`config.mk`:
```
export PLATFORM = sky130hd
export DESIGN_NAME = utf8_to_utf16_decoder_top
export DESIGN_NICKNAME = d
export VERILOG_FILES = /design/src/rtl/u2u_pkg.sv /design/src/rtl/utf8_to_utf16_decoder_top.sv /design/src/rtl/u2u_front.sv /design/src/rtl/u2u_queue.sv /design/src/rtl/u2u_back.sv
export VERILOG_INCLUDE_DIRS = /design/src /design/src/rtl
export SDC_FILE = /design/constraint.sdc
export NUM_CORES = 1
export LEC_CHECK = 0
export ABC_AREA = 0
export ABC_CLOCK_PERIOD_IN_PS = 4850
export BUFFER_PORTS_ARGS = -buffer_cell sky130_fd_sc_hd__buf_2
export CORE_MARGIN = 2
export CORE_UTILIZATION = 25
export CTS_CLUSTER_SIZE = 28
export DETAILED_ROUTE_END_ITERATION = 10
export PLACE_DENSITY_LB_ADDON = 0.05
export SYNTH_ARGS = -nofsm -noshare
export SYNTH_HDL_FRONTEND = slang
export SYNTH_SLANG_ARGS = --single-unit
```
`constraint.sdc`:
```
create_clock -name clk -period 4.85 [get_ports clk]
set_input_delay 0.2425 -clock clk [delete_from_list [all_inputs] [get_ports clk]]
set_output_delay 0.2425 -clock clk [all_outputs]
set_load 0.005 [all_outputs]
```
`src/rtl/utf8_to_utf16_decoder_top_assert.svh`:
```
// Assertion macros for the UTF-8 to UTF-16 decoder.
`ifndef UTF8_TO_UTF16_DECODER_TOP_ASSERT_SVH
`define UTF8_TO_UTF16_DECODER_TOP_ASSERT_SVH
`ifndef SYNTHESIS
// Same-cycle implication, sampled on clk, idle in reset.
`define U2U_ASSERT_IMP(lbl, ante, cons) \
    lbl: assert property (@(posedge clk) disable iff (!rst_n) (ante) |-> (cons)) \
        else $error("u2u assertion failed");
// Next-cycle implication, sampled on clk, idle in reset.
`define U2U_ASSERT_NXT(lbl, ante, cons) \
    lbl: assert property (@(posedge clk) disable iff (!rst_n) (ante) |=> (cons)) \
        else $error("u2u assertion failed");
`else
`define U2U_ASSERT_IMP(lbl, ante, cons)
`define U2U_ASSERT_NXT(lbl, ante, cons)
`endif
`endif

```
`src/rtl/u2u_pkg.sv`:
```
// Shared types and constants of the UTF-8 to UTF-16 decoder.
package u2u_pkg;

    localparam int UNIT_W  = 16;
    localparam int POINT_W = 21;

    typedef enum logic [1:0] {
        STOP_OK       = 2'd0,
        STOP_BAD_LEAD = 2'd1,
        STOP_NO_ROOM  = 2'd2
    } stop_t;

    typedef enum logic {
        KIND_UNIT = 1'b0,
        KIND_END  = 1'b1
    } kind_t;

    localparam logic [UNIT_W-1:0] CNT_MAX  = 16'hFFFF;
    localparam logic [UNIT_W-1:0] HI_SURR  = 16'hD800;
    localparam logic [UNIT_W-1:0] LO_SURR  = 16'hDC00;
    localparam logic [9:0]        PLANE_OFS = 10'h040;

    // One queued job: what one input byte produces (one or two results).
    typedef struct packed {
        kind_t             kind;
        logic              pair;
        logic [UNIT_W-1:0] val0;
        logic [UNIT_W-1:0] val1;
        logic [UNIT_W-1:0] cnt0;
        logic [UNIT_W-1:0] cnt1;
        stop_t             status;
    } job_t;

    // One result transaction on the output stream.
    typedef struct packed {
        kind_t             kind;
        logic [UNIT_W-1:0] value;
        logic [UNIT_W-1:0] count;
        stop_t             status;
        logic              last;
    } res_t;

    function automatic logic [UNIT_W-1:0] sat_inc(input logic [UNIT_W-1:0] n);
        sat_inc = (n == CNT_MAX) ? CNT_MAX : n + 16'd1;
    endfunction

endpackage

```
`src/rtl/utf8_to_utf16_decoder_top.sv`:
```
// Top level of the UTF-8 to UTF-16 stream decoder.
// Throughput: one input byte per cycle while the job queue has room; a four-byte sequence
//   yields two output transactions (surrogate pair), absorbed by the job queue.
// A result reaches m_tvalid through the job queue and then the back end's output register.
// s_tready falls only when the QUEUE_DEPTH-entry job queue is full.
// Reset (rst_n, async, active low): decoder idle, queue empty, capacity 256, counting off.
`include "utf8_to_utf16_decoder_top_assert.svh"
module utf8_to_utf16_decoder_top
#(
    parameter int QUEUE_DEPTH = 4
)
(
    input  logic        clk,
    input  logic        rst_n,
    // configuration port
    input  logic        psel,
    input  logic        penable,
    input  logic        pwrite,
    input  logic [2:0]  paddr,
    input  logic [31:0] pwdata,
    output logic [31:0] prdata,
    output logic        pready,
    // byte input stream
    input  logic        s_tvalid,
    output logic        s_tready,
    input  logic [7:0]  s_tdata,   // [7:0] in_byte
    // result stream
    output logic        m_tvalid,
    input  logic        m_tready,
    output logic [39:0] m_tdata,   // [15:0] unit_value, [31:16] unit_count,
                                   // [33:32] stop_status, [39:34] zero
    output logic        m_tuser,   // kind
    output logic        m_tlast    // last_of_run
);
    import u2u_pkg::*;

    localparam logic REG_CAPACITY   = 1'b0;
    localparam logic REG_COUNT_ONLY = 1'b1;

    logic [15:0] cap_reg;
    logic        count_only_reg;
    logic        cfg_wr;

    logic        in_accept;
    logic        push;
    job_t        push_job;
    logic        pop;
    job_t        head_job;
    logic        q_empty;
    logic        q_full;
    res_t        out_res;
    logic        pair_pending;

    // Config registers: written in the APB access phase, no wait states.
    assign pready = 1'b1;
    assign cfg_wr = psel & penable & pwrite;

    always_ff @(posedge clk or negedge rst_n)
    begin
        if (!rst_n)
        begin
            cap_reg        <= 16'd256;
            count_only_reg <= 1'b0;
        end
        else if (cfg_wr)
        begin
            unique case (paddr[2])
                REG_CAPACITY:   cap_reg        <= pwdata[15:0];
                REG_COUNT_ONLY: count_only_reg <= pwdata[0];
                default:        ;
            endcase
        end
    end

    always_comb
    begin
        unique case (paddr[2])
            REG_CAPACITY:   prdata = {16'd0, cap_reg};
            REG_COUNT_ONLY: prdata = {31'd0, count_only_reg};
            default:        prdata = '0;
        endcase
    end

    // Front end decodes one byte per transaction; the queue decouples it
    // from output stalls.
    assign s_tready  = ~q_full;
    assign in_accept = s_tvalid & s_tready;

    u2u_front u_front
    (
        .clk          (clk),
        .rst_n        (rst_n),
        .accept       (in_accept),
        .in_byte      (s_tdata),
        .out_capacity (cap_reg),
        .count_only   (count_only_reg),
        .push         (push),
        .push_job     (push_job)
    );

    u2u_queue #(.DEPTH(QUEUE_DEPTH)) u_queue
    (
        .clk      (clk),
        .rst_n    (rst_n),
        .push     (push),
        .push_job (push_job),
        .pop      (pop),
        .head_job (head_job),
        .empty    (q_empty),
        .full     (q_full)
    );

    // Back end splits surrogate pairs into two transactions.
    u2u_back u_back
    (
        .clk          (clk),
        .rst_n        (rst_n),
        .head_job     (head_job),
        .empty        (q_empty),
        .pop          (pop),
        .out_ready    (m_tready),
        .out_valid    (m_tvalid),
        .out_res      (out_res),
        .pair_pending (pair_pending)
    );

    assign m_tdata = {6'd0, out_res.status, out_res.count, out_res.value};
    assign m_tuser = out_res.kind;
    assign m_tlast = out_res.last;

    // A half-sent pair must still have its job at the queue head.
    `U2U_ASSERT_IMP(a_pair_has_job, pair_pending, !q_empty)
    // Terminator results always close the run.
    `U2U_ASSERT_IMP(a_end_is_last, m_tvalid && m_tuser, m_tlast)
    // The only non-final result is a high surrogate.
    `U2U_ASSERT_IMP(a_first_is_high, m_tvalid && !m_tlast,
        !m_tuser && m_tdata[15:10] == 6'b110110)
    // After a high surrogate is taken, the low surrogate follows.
    `U2U_ASSERT_NXT(a_low_follows, m_tvalid && m_tready && !m_tlast,
        m_tvalid && m_tlast && m_tdata[15:10] == 6'b110111)

endmodule

```
`src/rtl/u2u_front.sv`:
```
// Front end: accepts UTF-8 bytes, tracks sequence state, queues result jobs.
module u2u_front
(
    input  logic               clk,
    input  logic               rst_n,
    input  logic               accept,
    input  logic [7:0]         in_byte,
    input  logic [15:0]        out_capacity,
    input  logic               count_only,
    output logic               push,
    output u2u_pkg::job_t      push_job
);
    import u2u_pkg::*;

    logic [POINT_W-1:0] point_reg, point_next;
    logic [1:0]         pend_reg, pend_next;
    logic               four_reg, four_next;
    stop_t              stop_reg, stop_next;
    logic [UNIT_W-1:0]  done_reg, done_next;

    logic               is1, is2, is3, is4;
    logic [16:0]        room_diff;
    logic               room_short;
    logic [POINT_W-1:0] cont_point;
    logic [UNIT_W-1:0]  c1, c2;

    assign is1 = ~in_byte[7];
    assign is2 = in_byte[7:5] == 3'b110;
    assign is3 = in_byte[7:4] == 4'b1110;
    assign is4 = in_byte[7:3] == 5'b11110;

    // free slots = capacity - done; a borrow into bit 16 means no room
    assign room_diff  = {1'b0, out_capacity} - {1'b0, done_reg};
    assign room_short = room_diff[16] || (room_diff[15:0] < (is4 ? 16'd3 : 16'd2));

    assign cont_point = {point_reg[POINT_W-7:0], in_byte[5:0]};
    assign c1 = sat_inc(done_reg);
    assign c2 = sat_inc(c1);

    always_comb
    begin
        point_next = point_reg;
        pend_next  = pend_reg;
        four_next  = four_reg;
        stop_next  = stop_reg;
        done_next  = done_reg;
        push       = 1'b0;
        push_job   = '0;
        if (accept)
        begin
            priority if (in_byte == 8'd0)
            begin
                push            = 1'b1;
                push_job.kind   = KIND_END;
                push_job.cnt0   = done_reg;
                push_job.status = stop_reg;
                point_next      = '0;
                pend_next       = 2'd0;
                four_next       = 1'b0;
                stop_next       = STOP_OK;
                done_next       = '0;
            end
            else if (stop_reg != STOP_OK)
            begin
                // stopped: ignore until terminator
            end
            else if (pend_reg != 2'd0)
            begin
                point_next = cont_point;
                pend_next  = pend_reg - 2'd1;
                if (pend_reg == 2'd1)
                begin
                    point_next    = '0;
                    four_next     = 1'b0;
                    push          = ~count_only;
                    push_job.kind = KIND_UNIT;
                    push_job.cnt0 = c1;
                    push_job.cnt1 = c2;
                    if (four_reg)
                    begin
                        done_next     = c2;
                        push_job.pair = 1'b1;
                        push_job.val0 = HI_SURR | {6'd0, cont_point[19:10] - PLANE_OFS};
                        push_job.val1 = LO_SURR | {6'd0, cont_point[9:0]};
                    end
                    else
                    begin
                        done_next     = c1;
                        push_job.val0 = cont_point[UNIT_W-1:0];
                    end
                end
            end
            else if (!(is1 || is2 || is3 || is4))
            begin
                stop_next = STOP_BAD_LEAD;
            end
            else if (!count_only && room_short)
            begin
                stop_next = STOP_NO_ROOM;
            end
            else if (is1)
            begin
                done_next     = c1;
                four_next     = 1'b0;
                push          = ~count_only;
                push_job.kind = KIND_UNIT;
                push_job.val0 = {9'd0, in_byte[6:0]};
                push_job.cnt0 = c1;
            end
            else if (is2)
            begin
                point_next = {16'd0, in_byte[4:0]};
                pend_next  = 2'd1;
                four_next  = 1'b0;
            end
            else if (is3)
            begin
                point_next = {17'd0, in_byte[3:0]};
                pend_next  = 2'd2;
                four_next  = 1'b0;
            end
            else
            begin
                point_next = {18'd0, in_byte[2:0]};
                pend_next  = 2'd3;
                four_next  = 1'b1;
            end
        end
    end

    always_ff @(posedge clk or negedge rst_n)
    begin
        if (!rst_n)
        begin
            point_reg <= '0;
            pend_reg  <= 2'd0;
            four_reg  <= 1'b0;
            stop_reg  <= STOP_OK;
            done_reg  <= '0;
        end
        else
        begin
            point_reg <= point_next;
            pend_reg  <= pend_next;
            four_reg  <= four_next;
            stop_reg  <= stop_next;
            done_reg  <= done_next;
        end
    end

endmodule

```
`src/rtl/u2u_queue.sv`:
```
// Small job queue between front end and back end.
module u2u_queue
#(
    parameter int DEPTH = 4
)
(
    input  logic          clk,
    input  logic          rst_n,
    input  logic          push,
    input  u2u_pkg::job_t push_job,
    input  logic          pop,
    output u2u_pkg::job_t head_job,
    output logic          empty,
    output logic          full
);
    import u2u_pkg::*;

    localparam int AW = (DEPTH > 1) ? $clog2(DEPTH) : 1;
    localparam int CW = $clog2(DEPTH + 1);

    job_t          slot_reg [DEPTH];
    logic [AW-1:0] wr_ptr_reg, wr_ptr_next;
    logic [AW-1:0] rd_ptr_reg, rd_ptr_next;
    logic [CW-1:0] cnt_reg, cnt_next;

    function automatic logic [AW-1:0] ptr_inc(input logic [AW-1:0] p);
        ptr_inc = (p == AW'(DEPTH - 1)) ? '0 : p + AW'(1);
    endfunction

    assign empty    = cnt_reg == '0;
    assign full     = cnt_reg == CW'(DEPTH);
    assign head_job = slot_reg[rd_ptr_reg];

    always_comb
    begin
        wr_ptr_next = push ? ptr_inc(wr_ptr_reg) : wr_ptr_reg;
        rd_ptr_next = pop ? ptr_inc(rd_ptr_reg) : rd_ptr_reg;
        cnt_next    = cnt_reg + CW'(push) - CW'(pop);
    end

    always_ff @(posedge clk or negedge rst_n)
    begin
        if (!rst_n)
        begin
            wr_ptr_reg <= '0;
            rd_ptr_reg <= '0;
            cnt_reg    <= '0;
        end
        else
        begin
            wr_ptr_reg <= wr_ptr_next;
            rd_ptr_reg <= rd_ptr_next;
            cnt_reg    <= cnt_next;
        end
    end

    always_ff @(posedge clk)
    begin
        if (push)
        begin
            slot_reg[wr_ptr_reg] <= push_job;
        end
    end

endmodule

```
`src/rtl/u2u_back.sv`:
```
// Back end: expands queued jobs into result transactions via an output register.
module u2u_back
(
    input  logic          clk,
    input  logic          rst_n,
    input  u2u_pkg::job_t head_job,
    input  logic          empty,
    output logic          pop,
    input  logic          out_ready,
    output logic          out_valid,
    output u2u_pkg::res_t out_res,
    output logic          pair_pending
);
    import u2u_pkg::*;

    logic valid_reg, valid_next;
    res_t res_reg, res_next;
    logic phase_reg, phase_next;
    logic load;

    assign load = ~valid_reg | out_ready;

    always_comb
    begin
        valid_next = valid_reg;
        res_next   = res_reg;
        phase_next = phase_reg;
        pop        = 1'b0;
        if (load)
        begin
            priority if (phase_reg)
            begin
                // low surrogate of a pair
                valid_next     = 1'b1;
                res_next.kind  = KIND_UNIT;
                res_next.value = head_job.val1;
                res_next.count = head_job.cnt1;
                res_next.status = STOP_OK;
                res_next.last  = 1'b1;
                phase_next     = 1'b0;
                pop            = 1'b1;
            end
            else if (!empty)
            begin
                valid_next      = 1'b1;
                res_next.kind   = head_job.kind;
                res_next.value  = head_job.val0;
                res_next.count  = head_job.cnt0;
                res_next.status = head_job.status;
                res_next.last   = ~head_job.pair;
                phase_next      = head_job.pair;
                pop             = ~head_job.pair;
            end
            else
            begin
                valid_next = 1'b0;
            end
        end
    end

    always_ff @(posedge clk or negedge rst_n)
    begin
        if (!rst_n)
        begin
            valid_reg <= 1'b0;
            phase_reg <= 1'b0;
        end
        else
        begin
            valid_reg <= valid_next;
            phase_reg <= phase_next;
        end
    end

    always_ff @(posedge clk)
    begin
        res_reg <= res_next;
    end

    assign out_valid    = valid_reg;
    assign out_res      = res_reg;
    assign pair_pending = phase_reg;

endmodule
```
==> results of run 1 <==
-- where the power goes --
| group | total [µW] | switching, µW | internal, µW |
|---|---|---|---|
| Clock | 3100 | 1260 | 1840 |
| Combinational | 3060 | 1650 | 1410 |
| Sequential | 4010 | 397 | 3610 |
-- cell type report --
cell class                      count  area (µm²)
Clock buffer                       56        1120
Timing Repair Buffer              144        1050
Antenna cell                        1        2.50
Tap cell                          855        1070
Multi-Input combinational cell    682        5680
Inverter                           40         150
Fill cell                        6525       44900
Clock inverter                     22         224
Sequential cell                   345       10100
-- path summary, 6_finish.rpt --
kind | from | to | slack, ns | cells after the start
worst max-delay path | u_front.done_reg[0]$_DFFE_PN0P_ | u_queue.cnt_reg[2]$_DFF_PN0_ | 0.58 | 14
worst min-delay path | s_tdata[4] | u_front.point_reg[4]$_DFFE_PN0P_ | 0.09 | 3
worst max register to register | u_front.done_reg[0]$_DFFE_PN0P_ | u_queue.cnt_reg[2]$_DFF_PN0_ | 0.58 | 14
worst min register to register | cap_reg[0]$_DFFE_PN0P_ | cap_reg[0]$_DFFE_PN0P_ | 0.51 | 1
max in group asynchronous | rst_n | u_front.point_reg[0]$_DFFE_PN0P_ | 3.54 | 3
min in group asynchronous | rst_n | cap_reg[4]$_DFFE_PN0P_ | 0.31 | 2
-- Yosys cell counts, types with 7 or more instances --
library cell and instances:
a22o_1 12, nor2_1 46, nor3_1 15, o21ai_0 49
inv_1 38, buf_1 8, and3_1 21, mux4_2 62
nand2b_1 11, edfxtp_1 284, a21oi_1 38, clkbuf_1 31
o21a_1 8, buf_4 27, mux2_2 49, buf_2 7
nor2b_1 28, ha_1 26, nand3_1 17, a211oi_1 8
nand4_1 7, o211ai_1 9, and2_1 13, a32o_1 17
xnor2_1 18, mux2i_1 7, dfrtp_1 60, nand2_1 83
nor4_1 8
-- metrics by stage --
| stage | setup WS, ns | cells | instance area, µm² | hold WS, ns |
|---|---|---|---|---|
| global placement | 0.578 | 2045 | 17800 | 0.418 |
| finish | 0.578 | 2145 | 19400 | 0.0864 |
| floorplan | 0.340 | 1141 | 16300 | -0.0531 |
| global route | 0.242 | 2144 | 19400 | 0.0895 |
| CTS | 0.464 | 2144 | 19400 | 0.0505 |
| detailed placement | 0.477 | 2045 | 17800 | 0.426 |
-- per-layer routing --
layer | track usage, % | routed length (µm) | vias up
met5 | 0 | 0 | -
met4 | 3.44 | 862 | 0
met3 | 2.27 | 1680 | 60
met2 | 21.4 | 20700 | 179
met1 | 19.7 | 22000 | 5010
li1 | - | - | 4612
-- what timing repair did --
| item | in CTS | in global routing |
|---|---|---|
| hold buffers | 21 | 0 |
| hold endpoints to repair | 53 | 0 |
| setup endpoints to repair | 0 | 0 |
| gates resized for setup | 0 | 0 |
-- logic make-up (layout without fill, tap and decap cells) --
family | count (synthesis) | after routing | synth area share, %
AOI/OAI and AO/OA | 208 | 208 | 9.24
xor gates and xnor gates | 21 | 21 | 1.14
adders and majority gates | 28 | 28 | 2.26
buffers and inverters | 114 | 262 | 3.37
DFF | 345 | 345 | 62.1
muxes | 120 | 120 | 12.6
other | 2 | 24 | 0.0464
and+or+nand+nor | 282 | 282 | 9.18
-- tightest hold or removal path, delay by kind of cell --
family | cells | cell delay, ns
buffers and inverters | 1 | 0.17
AOI/OAI and AO/OA | 1 | 0.11
muxes | 1 | 0.07
==> qor.yml, run 1 <==
pwr:
  power_uw: 10200
  leakage_uw: 0.00684
  ir_worst_vdd_v: 0.000230
  p_per_area_mw_per_mm2: 525
final_layout:
  largest_register_ffs: 248
  final_cell_mix: "edfxtp_1 (284), buf_2 (85), nand2_1 (83)"
  drive_gt1_share_pct: 25.3
  final_nets: 1333
  final_common_cell: "edfxtp_1"
  area_growth_pct: 19.6
  utilization_pct: 30.1
route:
  wl_per_cell_um: 21.1
  ant_nets: 0
  wl_um: 45300
  drc_errors: 0
  drtIter0Drc: 544
  drt_first_pass_iters: 5
  vias_per_cell: 4.60
  vias: 9861
placement:
  hpwl_um: 30600
  gp_congestion: 0.770
  port_buffers: 85
global_route:
  gr-total-overflow: 0
  grt_pass1_wl_um: 68600
  grt_max_degree: 58
  first_global_vias: 10300
  antenna_found_initial: 0
  grt_usage_pct: 13.7
clock_tree:
  numCtsBuffers: 42
  cts.clk_slew.worst_paths_ns: 0.06
  htree_num_levels: 2
  cts-root-buf: "clkbuf_16"
  clock-sinks: 345
  tritoncts: "done"
  post_cts_buffers: 0
  clk-insertion-delay-late_ns: 0.57
  clock_tree.buffer_depth: 3
synth:
  synth_async_sr_flop_share_pct: 17.7
  syn_avg_cell_area_um2: 14.4
  yosysTopAreaCellShare_pct: 52.7
  seq_area_frac_synth_pct: 62.1
  synth_cell_type_count: 84
  synth-seq-cells: 345
  synthFlopType: "edfxtp_1"
  synth_edf_count: 284
  ys_warn_count: 0
  synthesis.area_mm2: 0.0162
  ys_top_cells_by_area: "edfxtp_1 (53%), dfrtp_1 (9.3%), mux4_2 (8.6%)"
  synthCells: 1120
  synth_largest_area_cell: "edfxtp_1"
floorplan:
  start_util_pct: 25.2
  die_area_mm2: 0.0668
  core_mm2: 0.0642
  fp-row-count: 93
  dieHeight_um: 258
  die_x_um: 258
  num_io_pins: 127
timing:
  min_period_over_period_pct: 88.1
  max_freq_mhz: 234
  skew_ns: 0.0247
  setup_violations: 0
  period_minus_slack_ns: 4.27
  slew_headroom_pct: 28.4
  rsz0062_at_grt: "false"
  max_slew.worst_pin.slew_ns: 1.06
  setup_tns_ns: 0
  drv_slew: 0
  hold_viol_final: 0
worst_setup_path:
  worstPathCellList: "ha_1 -> fa_1 -> nor2b_1 -> a22oi_1 -> nor4_1 -> o21ai_0 -> nor4_1 -> nand4_1 -> a31oi_1 -> o31ai_2 -> ha_1 -> fa_1 -> xnor2_1 -> xnor2_1"
  path_max_fanout: 9
  cp_top_family: "adder cells"
  crit_path_end_kind: "flop"
  critPathBufInv: 0
  slowest_delay_ns: 0.50
  crit_type: "flop to flop"
  critical_path_required_ns: 5.33
  crit_path_start_kind: "flop"
  worstPathArrival_ns: 4.75
  crit_slowest_cell: "dfrtp_1"
job:
  drv_cap: 0
outcome:
  status: "complete, no violations"
worst_hold_path:
  hold_class: "input pin to flop"
Power figures use the tool's default switching activity.
==> run 2: changes to the inputs <==
CAP_MARGIN = 15   (was unset)
CORE_UTILIZATION = 54   (was 25)
==> run 2 against run 1 <==
Clock-buffer cell count fell by 4; die area fell by 53%; via count rose by 0.57%; clock power fell by 9.7%; maximum frequency rose by 0.57%; first-iteration DRC count rose by 54%; sequential power fell by 1%; final cell count fell by 23%; sequential share of layout area rose by 2.7 points; routed wire length fell by 22%; clock skew fell by 0.0046 ns; utilization rose by 32 points; critical endpoint is now u_queue.slot_reg[0][11]$_DFFE_PP_; largest power group unchanged.
==> qor.yml, run 2 (synthesis gave the netlist of run 1 again) <==
worst_hold_path:
  hold_class: "input pin to flop"
  hold-path-cell-count: 2  # -1
final_layout:
  final_cell_area_mm2: 0.0184  # -4.9%
  final_cell_mix: "edfxtp_1 (284), buf_2 (85), nand2_1 (83)"
  final_common_cell: "edfxtp_1"
  largest_register_ffs: 248  # unchanged
  drive_gt1_share_pct: 24.6  # -0.71 points
  area_growth_pct: 13.8
  final_nets: 1310  # -1.7%
  n_antenna_cell: 0  # -1
pwr:
  switching_power_uw: 3020  # -8.4%
  ir_worst_vdd_v: 0.000437  # +90%
  clock_power_share_pct: 29.0  # -1.5 points
  leakage_uw: 0.00668  # -2.2%
  switching_share_pct: 31.3  # -1.2 points
  p_int_uw: 6640  # -3.4%
  comb_power_share_pct: 30.1  # about the same
  power_frac_seq_pct: 40.8  # +1.4 points
  p_per_area_mw_per_mm2: 525  # -0.16%
global_route:
  grt_max_degree: 64  # +10%
  gr-total-overflow: 0  # unchanged
  grt_usage_pct: 23.2  # +9.5 points
  grt_pass1_wl_um: 55300  # -19%
  antenna_found_initial: 0  # unchanged
  first_global_vias: 9800  # -5.2%
worst_setup_path:
  worstPathCellList: "clkinv_1 -> ha_1 -> a211oi_2 -> nand2b_1 -> o211a_1 -> o311a_1 -> o2111a_1 -> nand4_1 -> a31oi_1 -> o31ai_2 -> and2_2 -> buf_12"
  cp_top_family: "compound AO/OA/AOI/OAI gates"
  cp-endpoint: "u_queue.slot_reg[0][11]$_DFFE_PP_"
  worstPathArrival_ns: 4.45  # -0.30 ns
  crit_path_start_kind: "flop"
  crit_path_end_kind: "flop"
  crit_slowest_cell: "and2_2"
  rr_endpoint: "u_queue.slot_reg[0][11]$_DFFE_PP_"
  critical_path_required_ns: 5.06  # -0.27 ns
  critPathBufInv: 2  # +2
  reg2reg_depth: 12  # -2
  path_max_fanout: 27  # +18
  path_depth: 12  # -2
  startpoint: "u_front.done_reg[6]$_DFFE_PN0P_"
  crit_type: "flop to flop"
  rr_startpoint: "u_front.done_reg[6]$_DFFE_PN0P_"
  slowest_delay_ns: 0.55  # +0.05 ns
  regToRegSetupSlack_ns: 0.60  # +0.02 ns
clock_tree:
  tritoncts: "done"
  cts_resized: 0  # unchanged
  hold_buffers: 17  # -19%
  clk-insertion-delay-late_ns: 0.52  # -0.05 ns
  post_cts_buffers: 0  # unchanged
  clock-sinks: 345  # unchanged
  clock_tree.buffer_depth: 3  # unchanged
  cts-root-buf: "clkbuf_16"
  numCtsBuffers: 39  # -7.1%
  htree_num_levels: 2  # unchanged
  cts.clk_slew.worst_paths_ns: 0.06  # about the same
timing:
  max_slew.worst_pin.slew_ns: 1.02  # -0.0441 ns
  setup_violations: 0  # unchanged
  drv_slew: 0  # unchanged
  min_period_over_period_pct: 87.6  # -0.50 points
  rsz0062_at_grt: "false"
  skew_ns: 0.0201  # -0.00457 ns
  period_minus_slack_ns: 4.25  # -0.0242 ns
  slew_headroom_pct: 32.1  # +3.7 points
  hold_viol_final: 0  # unchanged
  setup_tns_ns: 0  # unchanged
  max_freq_mhz: 235  # +0.57%
placement:
  hpwl_um: 22600  # -26%
  gp_congestion: 0.920  # +19%
  port_buffers: 85  # unchanged
  place_area_mm2: 0.0170  # -4.3%
floorplan:
  fp-row-count: 63  # -32%
  die_area_mm2: 0.0314  # -53%
  start_util_pct: 54.7  # +30 points
  num_io_pins: 127  # unchanged
  dieHeight_um: 177  # -31%
  core_mm2: 0.0296  # -54%
  die_x_um: 177  # -31%
route:
  drc_errors: 0  # unchanged
  vias_per_cell: 6.01  # +31%
  wl_per_cell_um: 21.5  # +1.8%
  drt_first_pass_iters: 5  # unchanged
  vias: 9917  # +0.57%
  drtIter0Drc: 837  # +54%
  ant_nets: 0  # unchanged
  wl_um: 35500  # -22%
outcome:
  status: "complete, no violations"
job:
  drv_cap: 0  # unchanged
[run 2: changes by cell type in the layout (fill, tap and decap cells not counted), moves of 4 or more]
| cell | previous run | this run |
|---|---|---|
| buf_4 | 28 | 17 |
| clkinv_1 | 12 | 6 |
| and2_4 | 6 | 2 |
| and2_2 | 0 | 4 |
| dlygate4sd3_1 | 21 | 17 |
| clkinv_2 | 2 | 8 |
| buf_12 | 10 | 5 |
[run 2: worst min path at each step]
stage          slack (ns)  startpoint                                to
4_1_cts              0.03  s_tdata[0]  u_front.point_reg[0]$_DFFE_PN0P_
3_5_place_dp         0.48   pwdata[5]            cap_reg[5]$_DFFE_PN0P_
6_report             0.05  s_tdata[0]  u_front.point_reg[0]$_DFFE_PN0P_
2_1_floorplan       -0.05       rst_n            cap_reg[0]$_DFFE_PN0P_
3_3_place_gp         0.47   pwdata[5]            cap_reg[5]$_DFFE_PN0P_
5_1_grt              0.04  s_tdata[0]  u_front.point_reg[0]$_DFFE_PN0P_
[run 2: final cells by class]
type	instances	area [µm²]
clock inverter	18	151
fill	2292	11100
tap	390	488
inverter	40	150
timing repair buffer	124	823
sequential	345	10100
multi-input combinational	682	5670
clock buffer	52	1060
[run 2: metrics by stage]
step | util, % | hold slack (ns) | setup slack [ns] | cells | power [µW]
5_1_grt | 62.3 | 0.0386 | 0.284 | 1651 | 10200
3_5_place_dp | 57.6 | 0.478 | 0.624 | 1564 | 6910
2_1_floorplan | - | -0.0531 | 0.340 | 1141 | 6080
6_report | 62.3 | 0.0455 | 0.602 | 1651 | 9660
3_3_place_gp | 57.6 | 0.473 | 0.699 | 1564 | 6880
4_1_cts | 62.3 | 0.0306 | 0.606 | 1651 | 9730
[run 2: layer usage]
layer / vias to the layer above / wire [µm] / share of wire [%] / GRT usage, %
met3: 59 / 1800 / 5.1 / 3.35
met1: 5017 / 16700 / 47 / 34.4
met5: - / 0 / 0 / 0
met2: 297 / 16200 / 46 / 35.9
li1: 4544 / - / - / -
met4: 0 / 852 / 2.4 / 6.75
[run 2: power by group through the flow]
stage,Clock (µW),Sequential (µW),Combinational (µW)
2_1_floorplan,0,3850,2230
3_3_place_gp,0,4000,2880
3_5_place_dp,0,4010,2900
4_1_cts,2850,3950,2930
5_1_grt,2960,4010,3200
6_report,2800,3950,2910
